==> config.mk <==
export PLATFORM = sky130hd
export DESIGN_NAME = json_string_unescape_utf8_top
export DESIGN_NICKNAME = d
export VERILOG_FILES = /design/src/hdl/jsu_pkg.sv /design/src/hdl/json_string_unescape_utf8_top.sv
export SDC_FILE = /design/constraint.sdc
export NUM_CORES = 1
export LEC_CHECK = 0
export BUFFER_PORTS_ARGS = -buffer_cell sky130_fd_sc_hd__buf_2
export CAP_MARGIN = 5
export CORE_MARGIN = 8
export CORE_UTILIZATION = 55
export CTS_BUF_LIST = sky130_fd_sc_hd__clkbuf_4 sky130_fd_sc_hd__clkbuf_8
export CTS_CLUSTER_SIZE = 28
export DETAILED_ROUTE_END_ITERATION = 7
export GPL_TIMING_DRIVEN = 0
export PLACE_DENSITY = 0.78
export SETUP_SLACK_MARGIN = 0.4
export SYNTH_ARGS = -nofsm -noshare
export SYNTH_HDL_FRONTEND = slang
export SYNTH_SLANG_ARGS = --single-unit
==> constraint.sdc <==
create_clock -name clock -period 3.93 [get_ports clock]
set_input_delay 0.393 -clock clock [delete_from_list [all_inputs] [get_ports clock]]
set_output_delay 0.393 -clock clock [all_outputs]
set_load 0.05 [all_outputs]
==> src/hdl/jsu_pkg.sv <==
`timescale 1ns / 1ps
// ----------------------------------------------------------------------------
// jsu_pkg
// Shared codes, types and helpers for the JSON string unescaper.
// ----------------------------------------------------------------------------
package jsu_pkg;

   // decoder modes
   localparam logic [2:0] MODE_IDLE = 3'd0;
   localparam logic [2:0] MODE_BODY = 3'd1;
   localparam logic [2:0] MODE_ESC  = 3'd2;
   localparam logic [2:0] MODE_HEX1 = 3'd3;
   localparam logic [2:0] MODE_BS   = 3'd4;
   localparam logic [2:0] MODE_U    = 3'd5;
   localparam logic [2:0] MODE_HEX2 = 3'd6;
   localparam logic [2:0] MODE_ERR  = 3'd7;

   // error codes
   localparam logic [3:0] ERR_NONE      = 4'd0;
   localparam logic [3:0] ERR_NO_QUOTE  = 4'd1;
   localparam logic [3:0] ERR_CONTROL   = 4'd2;
   localparam logic [3:0] ERR_CUT_ESC   = 4'd3;
   localparam logic [3:0] ERR_BAD_ESC   = 4'd4;
   localparam logic [3:0] ERR_CUT_HEX   = 4'd5;
   localparam logic [3:0] ERR_BAD_HEX   = 4'd6;
   localparam logic [3:0] ERR_LONE_HIGH = 4'd7;
   localparam logic [3:0] ERR_BAD_LOW   = 4'd8;
   localparam logic [3:0] ERR_LONE_LOW  = 4'd9;
   localparam logic [3:0] ERR_UNTERM    = 4'd10;

   // special characters
   localparam logic [7:0] CH_QUOTE = 8'h22;
   localparam logic [7:0] CH_BSLASH = 8'h5c;
   localparam logic [7:0] CH_SLASH = 8'h2f;
   localparam logic [7:0] CH_U     = 8'h75;

   // encoded code point: up to four bytes, byte 0 first
   typedef struct packed {
      logic [3:0][7:0] bytes;
      logic [2:0]      count;
   } utf8_type;

   // hex digit: bit 4 set when the character is not a hex digit
   function automatic logic [4:0] hex_value(input logic [7:0] c);
      logic [4:0] v;
      if (c >= 8'h30 && c <= 8'h39)      v = {1'b0, 4'(c - 8'h30)};
      else if (c >= 8'h61 && c <= 8'h66) v = {1'b0, 4'(c - 8'h57)};
      else if (c >= 8'h41 && c <= 8'h46) v = {1'b0, 4'(c - 8'h37)};
      else                               v = 5'h10;
      return v;
   endfunction

   // simple escapes: bit 8 set when not a valid escape letter
   function automatic logic [8:0] simple_escape(input logic [7:0] c);
      logic [8:0] v;
      case (c)
         8'h22:   v = 9'h022;
         8'h5c:   v = 9'h05c;
         8'h2f:   v = 9'h02f;
         8'h62:   v = 9'h008;
         8'h66:   v = 9'h00c;
         8'h6e:   v = 9'h00a;
         8'h72:   v = 9'h00d;
         8'h74:   v = 9'h009;
         default: v = 9'h100;
      endcase
      return v;
   endfunction

   function automatic utf8_type utf8_encode(input logic [20:0] cp);
      utf8_type u;
      u.bytes = '0;
      if (cp <= 21'h7f) begin
         u.count    = 3'd1;
         u.bytes[0] = cp[7:0];
      end else if (cp <= 21'h7ff) begin
         u.count    = 3'd2;
         u.bytes[0] = {3'b110, cp[10:6]};
         u.bytes[1] = {2'b10, cp[5:0]};
      end else if (cp <= 21'hffff) begin
         u.count    = 3'd3;
         u.bytes[0] = {4'b1110, cp[15:12]};
         u.bytes[1] = {2'b10, cp[11:6]};
         u.bytes[2] = {2'b10, cp[5:0]};
      end else begin
         u.count    = 3'd4;
         u.bytes[0] = {5'b11110, cp[20:18]};
         u.bytes[1] = {2'b10, cp[17:12]};
         u.bytes[2] = {2'b10, cp[11:6]};
         u.bytes[3] = {2'b10, cp[5:0]};
      end
      return u;
   endfunction

endpackage

==> src/hdl/json_string_unescape_utf8_top.sv <==
`timescale 1ns / 1ps
// An accepted input word is held in the input register, then decoded into the result buffer.
// Throughput: one input word per cycle while each yields one output word and rsp_tready is high;
// an input word that decodes to n UTF-8 bytes (n <= 4) leaves the single output buffer as n words.
// Reset (synchronous, active high): pipeline empty, decoder idle, no error held.
// ----------------------------------------------------------------------------
// json_string_unescape_utf8_top
// Decodes a JSON string literal, one raw byte per word, into UTF-8 bytes,
// with simple escapes, \uXXXX escapes, surrogate pairs and sticky errors.
// ----------------------------------------------------------------------------
module json_string_unescape_utf8_top (
   input  logic        clock,
   input  logic        reset,
   input  logic        req_tvalid,
   output logic        req_tready,
   input  logic [7:0]  req_tdata,   // [7:0] in_byte
   input  logic [1:0]  req_tuser,   // [0] string_start, [1] end_of_input
   output logic        rsp_tvalid,
   input  logic        rsp_tready,
   output logic [15:0] rsp_tdata,   // [7:0] out_byte, [8] string_done,
                                    // [12:9] error_code, [15:13] zero
   output logic        rsp_tuser,   // [0] byte_valid
   output logic        rsp_tlast    // last word caused by one input word
);

   // ---------------- input register ----------------
   logic       in_valid_ff, in_valid_in;
   logic [7:0] in_byte_ff;
   logic       in_start_ff, in_eoi_ff;

   // ---------------- decoder state ----------------
   logic [2:0]  mode_ff, mode_in;
   logic [15:0] code_ff, code_in;
   logic [9:0]  high_ff, high_in;
   logic [1:0]  cnt_ff, cnt_in;
   logic [3:0]  err_ff, err_in;

   // ---------------- result buffer ----------------
   logic             res_valid_ff, res_valid_in;
   logic [3:0][7:0]  res_bytes_ff;
   logic [2:0]       res_cnt_ff;
   logic [1:0]       res_idx_ff, res_idx_in;
   logic             res_bv_ff;
   logic             res_done_ff;
   logic [3:0]       res_err_ff;

   // decode outputs
   logic [3:0][7:0]  dec_bytes;
   logic [2:0]       dec_cnt;
   logic             dec_done;

   logic req_fire, rsp_fire, rsp_last, res_free, advance;

   logic [4:0]  hex_d;
   logic [8:0]  esc_v;
   logic [15:0] cu_new;
   logic [20:0] pair_cp;
   jsu_pkg::utf8_type enc;

   // handshake and flow: the decode step fires when the input register holds a word
   // and the buffer is empty or is handing out its final word in this cycle
   assign rsp_last = (res_idx_ff == 2'(res_cnt_ff - 3'd1));
   assign rsp_fire = rsp_tvalid && rsp_tready;
   assign res_free = !res_valid_ff || (rsp_tready && rsp_last);
   assign advance  = in_valid_ff && res_free;
   assign req_tready = !in_valid_ff || res_free;
   assign req_fire = req_tvalid && req_tready;

   assign rsp_tvalid = res_valid_ff;
   assign rsp_tdata  = {3'b000, res_err_ff, res_done_ff, res_bytes_ff[res_idx_ff]};
   assign rsp_tuser  = res_bv_ff;
   assign rsp_tlast  = rsp_last;

   // hex and escape lookups on the registered byte
   assign hex_d   = jsu_pkg::hex_value(in_byte_ff);
   assign esc_v   = jsu_pkg::simple_escape(in_byte_ff);
   assign cu_new  = {code_ff[11:0], hex_d[3:0]};
   // 0x10000 + (high << 10) + (low - 0xdc00)
   assign pair_cp = 21'h10000 + {1'b0, high_ff, cu_new[9:0]};

   // one encoder, fed by the BMP code unit or the joined pair
   always_comb begin
      if (mode_ff == jsu_pkg::MODE_HEX2) enc = jsu_pkg::utf8_encode(pair_cp);
      else                               enc = jsu_pkg::utf8_encode({5'b0, cu_new});
   end

   // decode step
   always_comb begin
      mode_in   = mode_ff;
      code_in   = code_ff;
      high_in   = high_ff;
      cnt_in    = cnt_ff;
      err_in    = err_ff;
      dec_bytes = '0;
      dec_cnt   = 3'd0;
      dec_done  = 1'b0;

      if (in_start_ff) begin
         // a new string always starts over
         code_in = '0;
         high_in = '0;
         cnt_in  = '0;
         if (in_eoi_ff || in_byte_ff != jsu_pkg::CH_QUOTE) begin
            mode_in = jsu_pkg::MODE_ERR;
            err_in  = jsu_pkg::ERR_NO_QUOTE;
         end else begin
            mode_in = jsu_pkg::MODE_BODY;
            err_in  = jsu_pkg::ERR_NONE;
         end
      end else if (in_eoi_ff) begin
         case (mode_ff)
            jsu_pkg::MODE_BODY: err_in = jsu_pkg::ERR_UNTERM;
            jsu_pkg::MODE_ESC:  err_in = jsu_pkg::ERR_CUT_ESC;
            jsu_pkg::MODE_HEX1,
            jsu_pkg::MODE_HEX2: err_in = jsu_pkg::ERR_CUT_HEX;
            jsu_pkg::MODE_BS,
            jsu_pkg::MODE_U:    err_in = jsu_pkg::ERR_LONE_HIGH;
            default:            err_in = err_ff;
         endcase
         if (mode_ff != jsu_pkg::MODE_IDLE && mode_ff != jsu_pkg::MODE_ERR) begin
            mode_in = jsu_pkg::MODE_ERR;
            code_in = '0;
            high_in = '0;
            cnt_in  = '0;
         end
      end else begin
         case (mode_ff)
            jsu_pkg::MODE_BODY: begin
               if (in_byte_ff == jsu_pkg::CH_QUOTE) begin
                  dec_done = 1'b1;
                  mode_in  = jsu_pkg::MODE_IDLE;
                  code_in  = '0;
                  high_in  = '0;
                  cnt_in   = '0;
               end else if (in_byte_ff < 8'h20) begin
                  mode_in = jsu_pkg::MODE_ERR;
                  err_in  = jsu_pkg::ERR_CONTROL;
                  code_in = '0;
                  high_in = '0;
                  cnt_in  = '0;
               end else if (in_byte_ff == jsu_pkg::CH_BSLASH) begin
                  mode_in = jsu_pkg::MODE_ESC;
               end else begin
                  dec_bytes[0] = in_byte_ff;
                  dec_cnt      = 3'd1;
               end
            end
            jsu_pkg::MODE_ESC: begin
               if (in_byte_ff == jsu_pkg::CH_U) begin
                  mode_in = jsu_pkg::MODE_HEX1;
                  code_in = '0;
                  cnt_in  = '0;
               end else if (esc_v[8]) begin
                  mode_in = jsu_pkg::MODE_ERR;
                  err_in  = jsu_pkg::ERR_BAD_ESC;
                  code_in = '0;
                  high_in = '0;
                  cnt_in  = '0;
               end else begin
                  dec_bytes[0] = esc_v[7:0];
                  dec_cnt      = 3'd1;
                  mode_in      = jsu_pkg::MODE_BODY;
               end
            end
            jsu_pkg::MODE_HEX1,
            jsu_pkg::MODE_HEX2: begin
               if (hex_d[4]) begin
                  mode_in = jsu_pkg::MODE_ERR;
                  err_in  = jsu_pkg::ERR_BAD_HEX;
                  code_in = '0;
                  high_in = '0;
                  cnt_in  = '0;
               end else if (cnt_ff != 2'd3) begin
                  code_in = cu_new;
                  cnt_in  = 2'(cnt_ff + 2'd1);
               end else begin
                  cnt_in = '0;
                  if (mode_ff == jsu_pkg::MODE_HEX1) begin
                     if (cu_new[15:10] == 6'b110110) begin
                        // high surrogate: wait for the low half
                        high_in = cu_new[9:0];
                        code_in = '0;
                        mode_in = jsu_pkg::MODE_BS;
                     end else if (cu_new[15:10] == 6'b110111) begin
                        mode_in = jsu_pkg::MODE_ERR;
                        err_in  = jsu_pkg::ERR_LONE_LOW;
                        code_in = '0;
                        high_in = '0;
                     end else begin
                        dec_bytes = enc.bytes;
                        dec_cnt   = enc.count;
                        code_in   = '0;
                        mode_in   = jsu_pkg::MODE_BODY;
                     end
                  end else begin
                     if (cu_new[15:10] != 6'b110111) begin
                        mode_in = jsu_pkg::MODE_ERR;
                        err_in  = jsu_pkg::ERR_BAD_LOW;
                        code_in = '0;
                        high_in = '0;
                     end else begin
                        dec_bytes = enc.bytes;
                        dec_cnt   = enc.count;
                        code_in   = '0;
                        high_in   = '0;
                        mode_in   = jsu_pkg::MODE_BODY;
                     end
                  end
               end
            end
            jsu_pkg::MODE_BS: begin
               if (in_byte_ff == jsu_pkg::CH_BSLASH) begin
                  mode_in = jsu_pkg::MODE_U;
               end else begin
                  mode_in = jsu_pkg::MODE_ERR;
                  err_in  = jsu_pkg::ERR_LONE_HIGH;
                  code_in = '0;
                  high_in = '0;
                  cnt_in  = '0;
               end
            end
            jsu_pkg::MODE_U: begin
               if (in_byte_ff == jsu_pkg::CH_U) begin
                  mode_in = jsu_pkg::MODE_HEX2;
                  code_in = '0;
                  cnt_in  = '0;
               end else begin
                  mode_in = jsu_pkg::MODE_ERR;
                  err_in  = jsu_pkg::ERR_LONE_HIGH;
                  code_in = '0;
                  high_in = '0;
                  cnt_in  = '0;
               end
            end
            default: begin
               // idle or error: byte ignored
            end
         endcase
      end
   end

   // next values for the stage valids and output index
   always_comb begin
      in_valid_in = in_valid_ff;
      if (req_fire)     in_valid_in = 1'b1;
      else if (advance) in_valid_in = 1'b0;

      res_valid_in = res_valid_ff;
      res_idx_in   = res_idx_ff;
      if (advance) begin
         res_valid_in = 1'b1;
         res_idx_in   = '0;
      end else if (rsp_fire) begin
         if (rsp_last) res_valid_in = 1'b0;
         else          res_idx_in   = 2'(res_idx_ff + 2'd1);
      end
   end

   // control registers
   always_ff @(posedge clock) begin
      if (reset) begin
         in_valid_ff  <= 1'b0;
         res_valid_ff <= 1'b0;
         res_idx_ff   <= '0;
         mode_ff      <= jsu_pkg::MODE_IDLE;
         code_ff      <= '0;
         high_ff      <= '0;
         cnt_ff       <= '0;
         err_ff       <= jsu_pkg::ERR_NONE;
      end else begin
         in_valid_ff  <= in_valid_in;
         res_valid_ff <= res_valid_in;
         res_idx_ff   <= res_idx_in;
         if (advance) begin
            mode_ff <= mode_in;
            code_ff <= code_in;
            high_ff <= high_in;
            cnt_ff  <= cnt_in;
            err_ff  <= err_in;
         end
      end
   end

   // payload registers
   always_ff @(posedge clock) begin
      if (req_fire) begin
         in_byte_ff  <= req_tdata;
         in_start_ff <= req_tuser[0];
         in_eoi_ff   <= req_tuser[1];
      end
      if (advance) begin
         res_bytes_ff <= dec_bytes;
         // a step with no decoded byte still yields one status word
         res_cnt_ff   <= (dec_cnt == 3'd0) ? 3'd1 : dec_cnt;
         res_bv_ff    <= (dec_cnt != 3'd0);
         res_done_ff  <= dec_done;
         res_err_ff   <= (mode_in == jsu_pkg::MODE_ERR) ? err_in : jsu_pkg::ERR_NONE;
      end
   end

endmodule
# Word level (Yosys, flattened, before mapping)
# Cells that the tools add are included.
# totals
elab_cells,225
ff_bits,85
# classes
n_bitwise,3
eq_ne,32
muxes,121
add_sub_neg,7
n_lt_le_gt_ge,13
reduce_logical,30
# op_table
op,n
$mux W10,14
$mux W32,4
$mux W12,10
$mux W8,10
$mux W3,25
$pmux W9 S8,1
$pmux W12 S5,1
$eq A8 B7 Y1 const B,7
$mux W4,14
$pmux W10 S5,1
$mux W24,2
$mux W35,1
$mux W25,1
$pmux W8 S3,1
$mux W11,2
$mux W2,11
$add A17 B20 Y21 const A,1
$le A21 B11 Y1 const B,1
$le A21 B16 Y1 const B,1
$le A21 B7 Y1 const B,1
$pmux W4 S5,1
$mux W19,1
$mux W17,1
$bmux W8 S2,1
other kinds (47),93

# Logic depth before layout (Yosys ltp)
# logic_depth
ltp_word,20
ltp_mapped,13
ltp_nobuf,11

# Least setup slack after synthesis
# Ideal clock, no wire load.
# synth_timing
kind,reg-to-reg
startpoint,register res_idx_ff[1]
endpoint,register err_ff[0]
stages_incl_launch_ff,10
setup_slack_ns,0.752
required_time_ns,3.842
n_path_buf,3
t_arrival_ns,3.089
path_cell_list,dfxtp_1 clkbuf_1 xnor2_1 mux2i_1 o21a_1 nor2b_1 clkbuf_1 clkbuf_1 a21oi_1 o31ai_1
# synth_between
elab_chain_len,4
# synth_lines
item,line,source
"start, declared",json_string_unescape_utf8_top.sv:42,"logic [1:0] res_idx_ff, res_idx_in;"
"start signal, assigned",json_string_unescape_utf8_top.sv:273,res_idx_ff <= res_idx_in;
$eq A2 B2 Y1,json_string_unescape_utf8_top.sv:62,assign rsp_last = (res_idx_ff == 2'(res_cnt_ff - 3'd1));
$logic_and A1 B1 Y1,json_string_unescape_utf8_top.sv:64,assign res_free = !res_valid_ff || (rsp_tready && rsp_last);
$logic_or A1 B1 Y1,json_string_unescape_utf8_top.sv:64,
$logic_and A1 B1 Y1,json_string_unescape_utf8_top.sv:65,assign advance = in_valid_ff && res_free;
net advance,json_string_unescape_utf8_top.sv:52,"logic req_fire, rsp_fire, rsp_last, res_free, advance;"
"end signal, assigned",json_string_unescape_utf8_top.sv:269,err_ff <= jsu_pkg::ERR_NONE;
"end signal, assigned",json_string_unescape_utf8_top.sv:279,err_ff <= err_in;
"end, declared",json_string_unescape_utf8_top.sv:36,"logic [3:0] err_ff, err_in;"
# The timed path passes the listed nets, and every way through them passes these cells.
# A chain may end at the register's enable or synchronous reset.

# Worst setup path in the final report
# layout_timing
startpoint,register in_byte_ff[0]
endpoint,"register res_bytes_ff[9] in the netlist's numbering, data pin"
# layout_between
elab_chain_len,14
# layout_lines
item,line,source
"start, declared",json_string_unescape_utf8_top.sv:28,logic [7:0] in_byte_ff;
"start signal, assigned",json_string_unescape_utf8_top.sv:287,in_byte_ff <= req_tdata;
$ge A8 B7 Y1 / $le A8 B7 Y1 (equally long branches),jsu_pkg.sv:48,"else if (c >= 8'h41 && c <= 8'h46) v = {1'b0, 4'(c - 8'h37)};"
$logic_and A1 B1 Y1,jsu_pkg.sv:48,
$mux W5,jsu_pkg.sv:48,
$mux W5,jsu_pkg.sv:47,"else if (c >= 8'h61 && c <= 8'h66) v = {1'b0, 4'(c - 8'h57)};"
$mux W5 *,jsu_pkg.sv:46,"if (c >= 8'h30 && c <= 8'h39) v = {1'b0, 4'(c - 8'h30)};"
$add A17 B20 Y21,json_string_unescape_utf8_top.sv:79,"assign pair_cp = 21'h10000 + {1'b0, high_ff, cu_new[9:0]};"
$le A21 B16 Y1,jsu_pkg.sv:80,end else if (cp <= 21'hffff) begin
$mux W25,jsu_pkg.sv:80,
$mux W19,jsu_pkg.sv:76,end else if (cp <= 21'h7ff) begin
$mux W24,jsu_pkg.sv:73,if (cp <= 21'h7f) begin
$mux W35,json_string_unescape_utf8_top.sv:83,if (mode_ff == jsu_pkg::MODE_HEX2) enc = jsu_pkg::utf8_encode(pair_cp);
$mux W32,json_string_unescape_utf8_top.sv:184,end else if (cu_new[15:10] == 6'b110111) begin
$mux W32,json_string_unescape_utf8_top.sv:179,if (cu_new[15:10] == 6'b110110) begin
$mux W32,json_string_unescape_utf8_top.sv:178,if (mode_ff == jsu_pkg::MODE_HEX1) begin
"end signal, assigned",json_string_unescape_utf8_top.sv:292,res_bytes_ff <= dec_bytes;
"end, declared",json_string_unescape_utf8_top.sv:40,logic [3:0][7:0] res_bytes_ff;
# Every way passes the cells marked *; elsewhere a longest branch is shown, timed or not.

==> results.md <==
* Port bufs at 29
* Final WS setup at about 0.55 ns
* Internal Pwr Total at ~0.0013 W
* CTS tree: yes
* Synth top area cells: edfxtp_1 25%, dfxtp_1 12%, a21oi_1 5.4%, nand2_1 4.5%, nor2_1 3.7%
* Initial antenna violation count at 0
* Switching Fraction at 0.302
* CTS Buffer Depth at 2
* WL final at between 15000 and 20000 microns
* Vias per cell at 6.73
* Initial core utilization at 0.555
* Die X-Extent at approximately 120 microns
* Ys flop type: edfxtp_1
* Root Buffer: clkbuf_8
* Yosys cell types at 90
* FFs w/ async S/R, synth at 0
* MaxCap Viol Count at 0
* DRC at 0
* Most frequent cell after synthesis: nand2_1
* Achievable Freq at around 300 MHz
* Status: finished clean
* Initial DRT Pass Iterations at 8
* Rows at 37
* Antenna viol nets, final at 0
* Startpoint Class: register
* P_leak at ~2.2 nW
* Worst path max stage delay at about 0.43 ns
* Ant diodes at 0
* Pwr dens at 302 mW/mm^2
* Cell area after synthesis at 0.00563 sq mm
* Leading area contributor after synthesis: edfxtp_1
* Synth Register Bits at between 80 and 90
* Cell Count Post-Placement at about 810
* Final Max Slew Viols at 0
* First-pass GRT wire length at about 28000 microns
* Mapped Cells at between 600 and 700
* Vias at ~5600
* Slew headroom at 0.174
* # hold bufs at CTS at 0
* Final Wtd Congestion at 0.988
* Clk sink count at 82
* GR Overflow Total at 0
* Clock transition at the registers of the reported paths at 0.09 ns
* Slew @ Worst Pin at approximately 1.2 ns
* Core Box Area at around 0.010 sq mm
* Dpl hpwl at between 10000 and 15000 microns
* DIE AREA at around 0.014 sq mm
* RSZ-0062 raised after global routing: no
* H-tree level count at 3
* Data required time of the worst path at approximately 4 ns
* CTS Buf Count at 9
* Die Span Y at approximately 120 microns
* Min-Delay Path Class: in -> reg
* VDD IR-drop max at around 0.19 mV
* Sequential share of power at 0.495
* Fin nets at between 700 and 800
* Logic pwr share at 0.160
* Seq/Total Area, Yosys at 0.375
* Number of global-route vias before repair at 5085
* All-layer global routing usage at 0.269
* Top cell type's share of synthesized area at 0.251
* Crit path kind: reg -> reg
* Layout cells sized above 1 at 0.169
* Pre-CTS WS at ~0.16 ns
* Io pins at 34
* Clock power share at 0.345
* Arrival @ worst endpoint at 3.47 ns
* Clock latency at the later pin of the worst-skew pair at between 0.3 and 0.4 ns
* Worst Setup End Kind: register
* Wirelength per Cell at between 20 and 25 microns
* Setup violators final at 0
* Area Overhead vs Synth at 12.5%
* Non-Filler Instances at 839
* Worst Path Buf+Inv at 3
* DRT iter0 DRCs at about 760
* Crit path max fanout at 6
* Final count of hold timing violations at 0
* Setup Skew at approximately 0.016 ns
* Tcrit/Tclk final at 0.860
* Warnings, synthesis at 0
* Syn avg cell area at about 8.7 sq um
* Largest net degree at the start of global routing at 41
* Period minus WS final at 3.38 ns
* Post-synth top cells: 67 x nand2_1, 61 x a21oi_1, 56 x nor2_1, 47 x edfxtp_1, 36 x clkbuf_1
* Slowest cell on the critical path: edfxtp_1
* CP Cell Sequence: buf_4, ha_2, or3b_4, and3_4, or2_1, clkbuf_2, and4_1, buf_6, mux2i_4, mux2_1, a22oi_1, a21oi_1
* Post-synth EDFFs at between 40 and 50
* Crit path max-delay family: simple AND/OR/NAND/NOR gates
* Net Sw Power at ~0.00058 W
-- power by group through the flow --
stage / Clock [W] / Combinational, W / Sequential, W
finish: 0.000659 / 0.000305 / 0.000946
floorplan: 0 / 0.000199 / 0.000974
CTS: 0.000663 / 0.000292 / 0.000946
global route: 0.000691 / 0.000327 / 0.000949
detailed placement: 0 / 0.000285 / 0.000968
global placement: 0 / 0.000280 / 0.000968
-- worst paths after layout --
path	cells past startpoint	end	from	slack, ns
worst max register to register	12	res_bytes_ff[9]$_SDFFCE_PP0P_	in_byte_ff[0]$_DFFE_PP_	0.55
worst min register to register	2	cnt_ff[1]$_SDFFE_PP0P_	cnt_ff[1]$_SDFFE_PP0P_	0.48
worst max-delay path	12	res_bytes_ff[9]$_SDFFCE_PP0P_	in_byte_ff[0]$_DFFE_PP_	0.55
worst min-delay path	1	in_eoi_ff$_DFFE_PP_	req_tuser[1]	0.20
-- cell type report --
type	instances	area (sq um)
sequential	82	2110
timing repair buffer	38	225
tap	136	170
buffer	53	258
fill	877	3810
inverter	14	57.6
clock inverter	7	81.3
clock buffer	9	124
multi-input combinational	500	3300
-- per-layer routing --
| metal | share of wire | global-route usage | up-vias |
|---|---|---|---|
| met5 | 0 | 0 | - |
| met1 | 0.43 | 0.388 | 2708 |
| met4 | 0.029 | 0.0956 | 0 |
| met2 | 0.43 | 0.396 | 349 |
| met3 | 0.11 | 0.0421 | 50 |
| li1 | - | - | 2542 |
-- cell usage in the layout, fill, tap and decap left out, types with 7 or more instances in the layout --
| cell type | instances |
|---|---|
| nand3b_1 | 10 |
| edfxtp_1 | 47 |
| buf_2 | 35 |
| a31oi_1 | 9 |
| dfxtp_1 | 35 |
| nand2b_1 | 9 |
| o31ai_1 | 8 |
| mux4_2 | 7 |
| a21oi_1 | 59 |
| nand4_1 | 8 |
| nor2_1 | 55 |
| or3_1 | 9 |
| nand2_1 | 67 |
| o21ai_0 | 35 |
| buf_4 | 13 |
| clkbuf_8 | 9 |
| a22oi_1 | 8 |
| clkbuf_1 | 34 |
| nor3_1 | 17 |
| inv_1 | 11 |
| nand3_1 | 23 |
| nor2b_1 | 11 |
-- metrics by stage --
stage / utilization / area (sq um) / total power, W / setup TNS (ns) / hold slack, ns
2_1_floorplan: - / 5640 / 0.00117 / 0 / 0.436
3_3_place_gp: 0.587 / 5950 / 0.00125 / -0.0894 / 0.441
3_5_place_dp: 0.589 / 5970 / 0.00125 / 0 / 0.456
4_1_cts: 0.615 / 6240 / 0.00190 / 0 / 0.188
5_1_grt: 0.624 / 6330 / 0.00197 / 0 / 0.191
6_report: 0.624 / 6330 / 0.00191 / 0 / 0.199
-- state kept, by name, summed over array words and instances (netlist names), 2 cells and up --
register and cells:
cnt_ff 2, code_ff 12, err_ff 4, high_ff 10, in_byte_ff 8, mode_ff 3
res_bytes_ff 29, res_cnt_ff 2, res_err_ff 4, res_idx_ff 2
-- kinds of logic after synthesis --
| logic type | Yosys count | share of synthesized area |
|---|---|---|
| other | 1 | 0.000666 |
| xor gates and xnor gates | 6 | 0.00934 |
| buffers and inverters | 67 | 0.0556 |
| and+or+nand+nor | 265 | 0.254 |
| AOI/OAI and AO/OA | 200 | 0.235 |
| muxes | 18 | 0.0545 |
| DFF | 82 | 0.375 |
| adders and majority gates | 7 | 0.0156 |
-- timing repair --
action,4_1_cts,5_1_grt
pin swaps,0,1
buffers inserted,6,2
setup endpoints to repair,25,34
gates cloned,0,1
resized for setup,4,13
No activity file was read; power rests on OpenSTA's default activity.
